===== src/rtl/core/tmb_pkg.sv =====
`timescale 1ns / 1ps
`default_nettype none
package tmb_pkg;

  // input field widths that do not vary
  localparam int PIX_IN_W = 16;
  localparam int WIN_W    = 5;

  // configuration port
  localparam int CFG_AW = 3;
  localparam int CFG_DW = 32;
  localparam logic [0:0] REG_WINDOW = 1'b0;
  localparam logic [WIN_W-1:0] WINDOW_RESET = 5'd15;

  typedef enum logic [1:0] {
    ACT_ADD        = 2'd0,
    ACT_REBUILD    = 2'd1,
    ACT_FOREGROUND = 2'd2
  } action_t;

  typedef enum logic [6:0] {
    ST_IDLE = 7'b0000001,
    ST_WRAP = 7'b0000010,
    ST_BASE = 7'b0000100,
    ST_ACT  = 7'b0001000,
    ST_SORT = 7'b0010000,
    ST_MED  = 7'b0100000,
    ST_DONE = 7'b1000000
  } state_t;

  typedef struct packed {
    logic clear;
    logic insert;
  } srt_ctl_t;

endpackage
`default_nettype wire


===== src/rtl/core/tmb_sorter.sv =====
`timescale 1ns / 1ps
`default_nettype none
module tmb_sorter import tmb_pkg::*; #(
  parameter int WINDOW_MAX  = 16,
  parameter int SAMPLE_BITS = 16,
  parameter int RANK_W      = 4
) (
  input  wire                           clk,
  input  wire                           rst_n,
  input  wire srt_ctl_t                 ctl,
  input  wire logic signed [SAMPLE_BITS-1:0] ins_data,
  input  wire logic [RANK_W-1:0]        rank,
  output logic signed [SAMPLE_BITS-1:0] rank_data
);

  logic signed [SAMPLE_BITS-1:0] cell_r [WINDOW_MAX];
  logic [WINDOW_MAX-1:0]         vld_r;
  logic [WINDOW_MAX-1:0]         gt;

  // a cell is above the new word when it is empty or holds a larger value
  always_comb begin
    for (int i = 0; i < WINDOW_MAX; i++) begin
      gt[i] = !vld_r[i] || (cell_r[i] > ins_data);
    end
  end

  always_ff @(posedge clk) begin
    if (!rst_n || ctl.clear) begin
      vld_r <= '0;
    end else if (ctl.insert) begin
      for (int i = 0; i < WINDOW_MAX; i++) begin
        if (gt[i]) begin
          if (i == 0) begin
            vld_r[i] <= 1'b1;
          end else if (!gt[i-1]) begin
            vld_r[i] <= 1'b1;
          end else begin
            vld_r[i] <= vld_r[i-1];
          end
        end
      end
    end
  end

  // shift the larger part of the sorted row up by one and drop the word in the gap
  always_ff @(posedge clk) begin
    if (ctl.insert) begin
      for (int i = 0; i < WINDOW_MAX; i++) begin
        if (gt[i]) begin
          if (i == 0) begin
            cell_r[i] <= ins_data;
          end else if (!gt[i-1]) begin
            cell_r[i] <= ins_data;
          end else begin
            cell_r[i] <= cell_r[i-1];
          end
        end
      end
    end
  end

  assign rank_data = cell_r[rank];

endmodule
`default_nettype wire


===== config.mk =====
export PLATFORM = sky130hd
export DESIGN_NAME = tmb_sorter
export DESIGN_NICKNAME = d
export VERILOG_FILES = /design/src/rtl/core/tmb_pkg.sv /design/src/rtl/core/tmb_sorter.sv
export SDC_FILE = /design/constraint.sdc
export NUM_CORES = 1
export LEC_CHECK = 0
export BUFFER_PORTS_ARGS = -buffer_cell sky130_fd_sc_hd__buf_2
export CORE_ASPECT_RATIO = 1.1
export CORE_MARGIN = 4
export CORE_UTILIZATION = 56
export DETAILED_ROUTE_END_ITERATION = 8
export GPL_ROUTABILITY_DRIVEN = 0
export PLACE_DENSITY = 0.73
export SKIP_LAST_GASP = 1
export SLEW_MARGIN = 10
export SYNTH_ARGS = -nofsm -noshare
export SYNTH_HDL_FRONTEND = slang
export SYNTH_SLANG_ARGS = --single-unit

===== constraint.sdc =====
create_clock -name clk -period 5.8 [get_ports clk]
set_clock_uncertainty 0.2 [all_clocks]
set_input_delay 0.58 -clock clk [delete_from_list [all_inputs] [get_ports clk]]
set_output_delay 0.58 -clock clk [all_outputs]
set_load 0.1 [all_outputs]

# Word-level counts from Yosys, hierarchy flattened
# Memory sizes are Yosys's and may differ from the RTL's.
# Index checks and enable logic that the tools add are counted.
# classes
order_cmp	16
mux	152
bitwise	15
reduce_logical	50
# ops
op	count
$gt A16 B16 Y1	16
$mux W16	15
$mux W1	137
$reduce_and A2 Y1	16
$logic_not A1 Y1	17
$logic_or A1 B1 Y1	17
$or A1 B1 Y1	15
# totals
reg_bits	16
ram_bits	256
in_bits	24
wordCells	250
mem_count	1
# memory_table
name	words	width	rd	rd_ports_with_merged_regs	wr	line_no	source
cell_r	16	16	17	0	16	tmb_sorter.sv:16	logic signed [SAMPLE_BITS-1:0] cell_r [WINDOW_MAX];

# Depth between registers and ports, before layout
# Gate-level depths: netlist (run 1).
# logic_depth
word_depth	7
mapped_depth	13

# Least setup slack after synthesis (run 1)
# No wires, ideal clock.
# synth_path
path_type	input to register
startpoint	input port ins_data[15]
endpoint	memory cell_r[7][10] (data pin)
setup_ns	0.262
arrival_ns	3.861
required_time_ns	5.338
slack_ns	1.477
cell_stages	10
cell_sequence	inv_1 -> ha_1 -> nand4_1 -> nor4_1 -> a211oi_2 -> mux2i_1 -> a221oi_2 -> nand2_2 -> buf_2 -> mux2_1
# synth_lines
item	line_no	source
start: declaration	tmb_sorter.sv:11	input wire logic signed [SAMPLE_BITS-1:0] ins_data,
end: declaration	tmb_sorter.sv:16	

==> results of run 1 <==
worst min-delay path, stage by stage (launching register included):
cell	delay, ns
dfxtp_1	0.33
nor2_1	0.05
nor2_1	0.07
path summary, 6_finish.rpt:
kind	endpoint	cells after the start	slack (ns)
setup / recovery	cell_r[14][6]$_DFFE_PP_	11	1.00
hold / removal	vld_r[0]$_SDFFE_PP0P_	2	0.28
setup reg to reg	cell_r[14][6]$_DFFE_PP_	9	1.50
hold reg to reg	vld_r[0]$_SDFFE_PP0P_	2	0.28
power groups by stage:
stage,Clock [mW],Sequential (mW),Combinational (mW)
2_1_floorplan,0,2.54,1.15
3_3_place_gp,0,2.63,1.45
3_5_place_dp,0,2.63,1.51
4_1_cts,2.07,2.59,1.52
5_1_grt,2.15,2.61,1.65
6_report,2.06,2.60,1.53
metrics by stage:
stage	hold slack [ns]	setup slack (ns)	std cells	power [mW]
4_1_cts	0.2538	1.015	1981	6.184
6_report	0.2772	1.003	1981	6.185
5_1_grt	0.2747	0.8626	1981	6.422
3_5_place_dp	0.2624	0.5364	1921	4.135
2_1_floorplan	0.2313	1.477	1484	3.686
3_3_place_gp	0.2468	0.5345	1921	4.078
layer usage:
layer  vias up  part of all wire [%]  wire (um)
li1       6027                     -          -
met1      6835                    38      20580
met2       555                    50      26920
met3       135                   6.5       3463
met4         0                   5.0       2680
met5         -                     0          0
cells in the final DEF, fill, tap and decap left out, types with 8 or more instances in the layout:
cell	instances
a21oi_1	94
dfxtp_1	16
nand3_1	21
mux2_1	23
buf_2	38
ha_1	256
o211ai_1	12
nand4_1	51
a21o_1	48
a211oi_1	8
clkinv_1	10
clkbuf_16	37
o22ai_1	32
mux4_2	80
mux2_4	20
edfxtp_1	256
nor2b_1	18
o21ai_0	26
mux2_2	167
nor2_1	34
nor4_1	11
inv_1	51
nand2b_1	8
buf_4	32
nand2_1	78
registers in the layout, indices dropped and copies added, names as in the netlist:
name and cells:
cell_r 256, vld_r 16
cells by family (layout without fill, tap and decap cells):
group / Yosys count / in the layout
compound gates: 274 / 274
simple gates: 268 / 268
flops: 272 / 272
mux: 294 / 294
fa+ha+maj: 256 / 256
buf+inv: 118 / 183
xor+xnor: 2 / 2
area by class of cell:
cell class / instances / area [sq um]
fill: 2540 / 12580
multi-input combinational: 1094 / 10720
sequential: 272 / 8008
clock buffer: 43 / 948.4
tap: 432 / 540.5
timing repair buffer: 71 / 450.4
inverter: 52 / 195.2
clock inverter: 17 / 105.1
==> qor.yml, run 1 <==
outcome: "complete, no violations"
synth_area_leaders: "edfxtp_1 40%, ha_1 17%, mux2_2 9.8%"
tightest_slew_ns: 1.038
clk_pin_slew_ns: 0.06
grt_max_degree: 35
critical_path.max_fanout: 18
rsz0062_at_grt: "false"
drv_cap: 0
wl_per_cell_um: 27.08
synthDistinctLibCells: 77
cts-buffers-inserted: 34
syn_area_per_cell_sq_um: 12.96
slew_headroom_pct: 30.81
synth-seq-cells: 272
fmax_mhz: 208.5
post-route-min-period_ns: 4.797
grt_usage_pct: 28.47
reg2reg_from: "cell_r[14][15]$_DFFE_PP_"
startpoint: "ins_data[15]"
routed_wl_um: 53640
hold_buffers: 0
drive_gt1_share_pct: 26.53
cts.sinks: 272
start_util_pct: 57.31
synth-edff-count: 256
nets: 1805
drtPass1Iterations: 5
die_w_um: 184.7
final_max_slew_viol_count: 0
p_per_area_mw_per_mm2: 295.0
worstPathArrival_ns: 4.86
use_met3_pct: 4.752
design.die.area_sq_mm: 0.03736
grt_overflow: 0
required_ns: 5.86
start_kind: "input pin"
seqPwrFrac_pct: 42.0
synth_top_area_cell: "edfxtp_1"
grt_pass1_vias: 13909
io_pins: 40
io_buffers: 39
grt_pass1_wl_um: 81700
antenna_found_initial: 0
net-switching-power_mw: 1.934
async_flop_share_pct: 0
placementRows: 70
final_area_sq_mm: 0.02097
cpPeakStageDelay_ns: 0.76
crit_type: "in -> reg"
cts_resized: 0
dpl_cell_area_sq_mm: 0.01992
ir_drop_mv: 0.2149
worst_path_max_delay_cell: "nor4_1"
busiest_layer: "met2"
synth_sequential_area_ratio_pct: 41.65
power.share.clock_pct: 33.3
synth_xor_area_share_pct: 0.09111
hpwlAfterDp_um: 40250
synth-compound-area-share_pct: 9.241
cts_tree: "yes"
swShare_pct: 31.28
syn_inst: 1484
diodes: 0
internal_power_mw: 4.250
drtIter0Drc: 1195
synth_top_family_by_area: "multiplexers"
combPwrFrac_pct: 24.7
synth_warnings: 0
synth_area_sq_mm: 0.01923
use_met1_pct: 35.78
clk_path_buf_depth: 3
post-route-period-util_pct: 82.71
ys_top_cells_by_count: "256 x edfxtp_1, 256 x ha_1, 167 x mux2_2"
synth_nets: 1764
via_count: 13552
hold_path_class: "reg -> reg"
cts_max_level: 2
avgViaCountPerCell: 6.841
synth_top_area_share_pct: 39.98
core_area_sq_mm: 0.03354
yosys.area_share.simple_pct: 7.425
insertion_delay_ns: 0.52
synth_fa_ha_area_share_pct: 16.66
path_buf_inv: 2
synthMuxAreaShare_pct: 22.27
clk_root_buffer_cell: "clkbuf_16"
worstPathCellList: "buf_2, inv_1, ha_1, nand4_1, nor4_1, a21boi_1, nor2_1, a41oi_1, o31a_2, nand2_2, mux2_2"
die_height_um: 202.3
setup_viol: 0
area_growth_syn_to_layout_pct: 9.066
crit_path_end_kind: "flip-flop"
synth_flop_cell: "edfxtp_1"
route.detailed.drc: 0
final_util_pct: 62.51
hold_viol: 0
crit_family: "simple AND/OR/NAND/NOR gates"
antenna_left: 0
fin_setup_tns_ns: 0
p_leak_nw: 8.351
cts_setup_buffers: 0
met2_usage_pct: 48.53
hold_start: "vld_r[0]$_SDFFE_PP0P_"
Power figures use the tool's default switching activity.
==> run 2: changes to the inputs <==
Clock period 5.8 ns to 4.73 ns, I/O delays scaled along.
==> qor.yml, run 2 (synthesized netlist as in run 1, its figures left out) <==
path_buf_inv: 0  # was 2
drive_gt1_share_pct: 28.82  # was 26.53%
outcome: "complete, no violations"  # unchanged
post-route-min-period_ns: 3.734
clk_root_buffer_cell: "clkbuf_16"  # unchanged
drtPass1Iterations: 5  # unchanged
ir_drop_mv: 0.3227  # was 0.2149 mV
grt_pass1_wl_um: 82390  # was 81700 um
p_total_mw: 7.551  # was 6.185 mW
avgViaCountPerCell: 6.810  # was 6.841
start_kind: "flip-flop"  # was input pin
area_growth_syn_to_layout_pct: 10.91  # was 9.066%
die_w_um: 184.7  # unchanged
antenna_found_initial: 0  # unchanged
diodes: 0  # unchanged
worst_r2r_path_depth: 9  # unchanged
drtIter0Drc: 1147  # was 1195
start_util_pct: 57.31  # unchanged
fin_setup_tns_ns: 0  # unchanged
nets: 1845  # was 1805
whs_path_depth: 1  # was 2
drv_cap: 0  # unchanged
hold_path_class: "in -> reg"  # was reg -> reg
top_regs: "cell_r x256, vld_r x16"  # unchanged
cts_max_level: 1  # was 2
cts_setup_buffers: 0  # unchanged
p_leak_nw: 8.573  # was 8.351 nW
cts_tree: "yes"  # unchanged
rsz0062_at_grt: "false"  # unchanged
post-route-period-util_pct: 78.95
grt_max_degree: 33  # was 35
r2r_slack_ns: 1.0  # was 1.50 ns
crit_type: "reg -> reg"  # was in -> reg
cts.sinks: 272  # unchanged
via_count: 13763  # was 13.55k
clk_pin_slew_ns: 0.06  # about the same
fmax_mhz: 267.8
antenna_left: 0  # unchanged
worstPathCellList: "ha_1, nand4_1, or4_1, a21oi_1, or3_1, xor2_1, o21a_4, nor2_2, mux2_2"  # was buf_2, inv_1, ha_1, nand4_1, nor4_1, a21boi_1, nor2_1, a41oi_1, o31a_2, nand2_2, mux2_2
routed_wl_um: 54030  # was 53640 um
hpwlAfterDp_um: 41540  # was 40250 um
grt_usage_pct: 28.57  # was 28.47%
wl_per_cell_um: 26.73  # was 27.08 um
setup_viol: 0  # unchanged
final_cell_mix: "256 x ha_1, 256 x edfxtp_1, 167 x mux2_2, 94 x a21oi_1, 80 x mux4_2"  # unchanged
hold_buffers: 0  # unchanged
insertion_delay_ns: 0.57  # was 0.52 ns
final_max_slew_viol_count: 0  # unchanged
crit_end: "cell_r[5][15]$_DFFE_PP_"  # was cell_r[14][6]$_DFFE_PP_
io_buffers: 39  # unchanged
crit_family: "simple AND/OR/NAND/NOR gates"  # unchanged
slew_headroom_pct: 40.99  # was 30.81%
required_ns: 4.84  # was 5.86 ns
tightest_slew_ns: 0.8842  # was 1.038 ns
largest_reg_flops: 256  # unchanged
io_pins: 40  # unchanged
reg2reg_to: "cell_r[5][15]$_DFFE_PP_"  # was cell_r[14][6]$_DFFE_PP_
p_per_area_mw_per_mm2: 354.1  # was 295.0 mW/mm^2
design.die.area_sq_mm: 0.03736  # unchanged
worst_path_max_delay_cell: "nor2_2"  # was nor4_1
reg2reg_from: "cell_r[4][11]$_DFFE_PP_"  # was cell_r[14][15]$_DFFE_PP_
route.detailed.drc: 0  # unchanged
core_area_sq_mm: 0.03354  # unchanged
crit_path_end_kind: "flip-flop"  # unchanged
die_height_um: 202.3  # unchanged
hold_viol: 0  # unchanged
path_depth: 9  # was 11
cpPeakStageDelay_ns: 0.69  # was 0.76 ns
startpoint: "cell_r[4][11]$_DFFE_PP_"  # was ins_data[15]
cts-buffers-inserted: 30  # was 34
grt_overflow: 0  # unchanged
clk_path_buf_depth: 3  # unchanged
regMostFlops: "cell_r"  # unchanged
worstPathArrival_ns: 3.84  # was 4.86 ns
placementRows: 70  # unchanged
cts_resized: 0  # unchanged
critical_path.max_fanout: 16  # was 18
grt_pass1_vias: 13945  # was 13.91k
[run 2: cell types whose count changed in the layout (fill, tap and decap cells not counted)]
cell	previous run	this run
clkinv_2	5	7
clkbuf_1	6	3
clkinvlp_4	1	2
bufinv_16	1	3
clkinv_4	1	0
buf_4	32	71
clkbuf_16	37	31
clkinv_1	10	6
buf_12	1	6
clkbuf_8	0	5
[run 2: how the worst min path moves through the flow]
stage / from / end
6_report: ins_data[11] / cell_r[0][11]$_DFFE_PP_
3_3_place_gp: vld_r[0]$_SDFFE_PP0P_ / vld_r[0]$_SDFFE_PP0P_
3_5_place_dp: vld_r[0]$_SDFFE_PP0P_ / vld_r[0]$_SDFFE_PP0P_
2_1_floorplan: vld_r[0]$_SDFFE_PP0P_ / vld_r[0]$_SDFFE_PP0P_
4_1_cts: ins_data[11] / cell_r[0][11]$_DFFE_PP_
5_1_grt: ins_data[11] / cell_r[0][11]$_DFFE_PP_
[run 2: final cells by class]
cell class | count | area, sq um
timing repair buffer | 115 | 843.3
sequential | 272 | 8008
clock buffer | 39 | 855.8
inverter | 52 | 195.2
multi-input combinational | 1094 | 10720
tap | 432 | 540.5
clock inverter | 17 | 158.9
fill | 2525 | 12220
[run 2: power by group]
part / switching, mW / internal [mW] / total [mW]
logic: 1.10 / 0.808 / 1.91
registers: 0.221 / 2.96 / 3.18
clock network: 1.03 / 1.43 / 2.46
total: 2.35 / 5.20 / 7.55
[run 2: stage by stage]
stage,util [%],cell area (sq um),worst slack [ns],std cells,hold slack (ns)
after detailed placement,60.54,20310,0.4511,1965,0.2660
after CTS,63.57,21320,1.002,2021,0.09719
after global placement,60.54,20310,0.5471,1965,0.2414
final,63.57,21320,0.9958,2021,0.1302
after floorplan,-,19230,0.5143,1484,0.2313
after global routing,63.57,21320,0.7894,2021,0.1157
[run 2: per-layer routing]
metal  vias to the layer above  routed length (um)  global-route usage [%]
met5                         -                   0                       0
met4                         0                2880                   12.77
met3                       135                3324                   3.240
met2                       551               26310                   47.63
met1                      6969               21510                   37.70
li1                       6108                   -                       -
==> run 3: changes to the inputs <==
Settings changed: ABC_AREA from default to 1.
Clock period 4.73 ns to 3.7 ns, I/O delays scaled along.
==> qor.yml, run 3 <==
grt_pass1_wl_um: 109200  # was 82390 um
cts_setup_buffers: 0  # unchanged
seqPwrFrac_pct: 42.2  # was 42.1%
crit_path_end_kind: "flip-flop"  # unchanged
synthDistinctLibCells: 35  # was 77
hold_viol: 0  # unchanged
cts_resized: 0  # unchanged
clk_root_buffer_cell: "clkbuf_16"  # unchanged
avgViaCountPerCell: 6.384  # was 6.810
p_leak_nw: 11.27  # was 8.573 nW
dpl_cell_area_sq_mm: 0.02250  # was 0.02031 sq mm
fillers: 3281  # was 2525
required_ns: 3.84  # was 4.84 ns
final_max_slew_viol_count: 0  # unchanged
synth-edff-count: 256  # unchanged
synth-seq-cells: 272  # unchanged
post-route-period-util_pct: 88.11
synth_top_area_cell: "edfxtp_1"  # unchanged
area_growth_syn_to_layout_pct: 8.815  # was 10.91%
start_kind: "input pin"  # was flip-flop
antenna_left: 0  # unchanged
power.share.clock_pct: 30.9  # was 32.6%
regMostFlops: "cell_r"  # unchanged
placementRows: 75  # was 70
final_common_cell: "nand2_1"
p_per_area_mw_per_mm2: 406.2  # was 354.1 mW/mm^2
final_area_sq_mm: 0.02345  # was 0.02132 sq mm
cts-buffers-inserted: 31  # was 30
tightest_slew_ns: 0.9885  # was 0.8842 ns
post-route-min-period_ns: 3.260
outcome: "complete, no violations"  # unchanged
worstPathArrival_ns: 3.40  # was 3.84 ns
drv_cap: 0  # unchanged
critical_path.max_fanout: 18  # was 16
grt_usage_pct: 33.41  # was 28.57%
synth_flop_cell: "edfxtp_1"  # unchanged
slew_headroom_pct: 34.03  # was 40.99%
clk_path_buf_depth: 3  # unchanged
hold_path_class: "in -> reg"  # unchanged
insertion_delay_ns: 0.59  # was 0.57 ns
combPwrFrac_pct: 26.9  # was 25.3%
design.die.area_sq_mm: 0.04168  # was 0.03736 sq mm
largest_reg_flops: 256  # unchanged
synth_sequential_area_ratio_pct: 37.16  # was 41.65%
top_regs: "cell_r x256, vld_r x16"  # unchanged
die_w_um: 195.0  # was 184.7 um
final_util_pct: 61.54  # was 63.57%
drtIter0Drc: 2484  # was 1147
grt_pass1_vias: 19365  # was 13.95k
cts.sinks: 272  # unchanged
wl_per_cell_um: 22.90  # was 26.73 um
drtPass1Iterations: 6  # was 5
hold_slack_ns: 0.09622  # was 0.1302 ns
core_area_sq_mm: 0.03810  # was 0.03354 sq mm
net-switching-power_mw: 3.275  # was 2.354 mW
route.detailed.drc: 0  # unchanged
internal_power_mw: 6.249  # was 5.197 mW
p_total_mw: 9.524  # was 7.551 mW
fmax_mhz: 306.7
syn_inst: 2609  # was 1484
crit_type: "in -> reg"  # was reg -> reg
setup_viol: 0  # unchanged
io_buffers: 39  # unchanged
final_cell_mix: "795 x nand2_1, 256 x ha_1, 256 x edfxtp_1, 241 x nand4_1, 200 x inv_1"  # was 256 x ha_1, 256 x edfxtp_1, 167 x mux2_2, 94 x a21oi_1, 80 x mux4_2
synth_area_sq_mm: 0.02155  # was 0.01923 sq mm
cts_tree: "yes"  # unchanged
io_pins: 40  # unchanged
hpwlAfterDp_um: 49820  # was 41540 um
synth_nets: 2889  # was 1764
grt_overflow: 0  # unchanged
synth_area_leaders: "edfxtp_1 36%, ha_1 15%, nand2_1 14%"  # was edfxtp_1 40%, ha_1 17%, mux2_2 9.8%
post-synth-top-count-cell: "nand2_1"
hold_buffers: 0  # unchanged
syn_area_per_cell_sq_um: 8.259  # was 12.96 sq um
grt_max_degree: 72  # was 33
drive_gt1_share_pct: 8.810  # was 28.82%
nets: 2877  # was 1845
synth_warnings: 0  # unchanged
via_count: 19937  # was 13.76k
swShare_pct: 34.39  # was 31.18%
start_util_pct: 56.56  # was 57.31%
die_height_um: 213.7  # was 202.3 um
ys_top_cells_by_count: "795 x nand2_1, 256 x edfxtp_1, 256 x ha_1"  # was 256 x edfxtp_1, 256 x ha_1, 167 x mux2_2
ir_drop_mv: 0.4029  # was 0.3227 mV
cts_max_level: 1  # unchanged
clk_pin_slew_ns: 0.06  # about the same
routed_wl_um: 71530  # was 54030 um
synth_top_area_share_pct: 35.68  # was 39.98%
rsz0062_at_grt: "false"  # unchanged
antenna_found_initial: 2  # was 0
async_flop_share_pct: 0  # unchanged
[run 3: cell types whose count changed after synthesis, sizes merged, moves of 48 or more]
cell and delta:
a21oi +86, o21ai +93, mux2i +56, nand4 +189, nand2 +739, mux4 -80, inv +154, o211ai +48
nor2 +56, mux2 -210, nand3 +60, buf +63
[run 3: logic make-up (layout without fill, tap and decap cells)]
family	count (synthesis)	after routing	share of synthesized area [%]
simple gates	1253	1253	27.48
compound gates	392	392	10.10
flops	272	272	37.16
buf+inv	376	389	7.595
other cells	0	1	0
mux	60	60	2.787
fa+ha+maj	256	256	14.87
[run 3: area by class of cell]
class / instances / area, sq um / area share [%]
Multi-Input combinational cell: 1961 / 11900 / 50.77
Sequential cell: 272 / 8008 / 34.15
Timing Repair Buffer: 124 / 1187 / 5.064
Clock buffer: 46 / 882.1 / 3.762
Inverter: 207 / 777.0 / 3.314
Tap cell: 500 / 625.6 / 2.668
Clock inverter: 12 / 61.31 / 0.2615
Antenna cell: 1 / 2.502 / 0.01067
[run 3: worst paths after layout]
kind                                          startpoint  depth (start not counted)                        to  slack [ns]
worst max-delay path                        ins_data[15]                         17  cell_r[11][11]$_DFFE_PP_        0.44
worst min-delay path                              ctl[0]                          3   cell_r[5][14]$_DFFE_PP_         0.1
worst max register to register  cell_r[11][15]$_DFFE_PP_                         15  cell_r[11][11]$_DFFE_PP_        0.56
worst min register to register    vld_r[14]$_SDFFE_PP0P_                          2    vld_r[15]$_SDFFE_PP0P_        0.35
[run 3: worst max-delay path, stage by stage]
cell	delay [ns]
buf_2	0.10
inv_1	0.71
ha_1	0.35
nand2_1	0.09
inv_2	0.06
nand3_1	0.11
nor2_1	0.21
nand2_1	0.10
nand2_1	0.07
nand2_1	0.04
nand2_1	0.05
nand2_1	0.05
nand2_2	0.27
buf_4	0.35
nand3_4	0.24
nand2_1	0.14
nand2_1	0.06
[run 3: per-stage QoR]
stage	TNS, ns	std cells	worst slack [ns]
3_5_place_dp	-1.465	3064	-0.05016
2_1_floorplan	0	2609	0.03850
3_3_place_gp	0	3064	0.04561
4_1_cts	0	3122	0.5577
5_1_grt	0	3122	0.2728
6_report	0	3123	0.4399
[run 3: layer usage]
metal  vias to the layer above  routed length [um]  global-route usage [%]
met5                         -                   0                       0
met1                      9170               25570                   40.76
met3                       334                8209                   7.165
met4                         0                5615                   20.47
li1                       9158                   -                       -
met2                      1275               32130                   54.69
[run 3: power groups by stage]
stage	Combinational (mW)	Sequential, mW	Clock, mW
2_1_floorplan	1.79	3.94	0
3_3_place_gp	2.39	4.06	0
3_5_place_dp	2.50	4.07	0
4_1_cts	2.52	4.01	2.95
5_1_grt	2.83	4.04	3.08
6_report	2.56	4.02	2.94
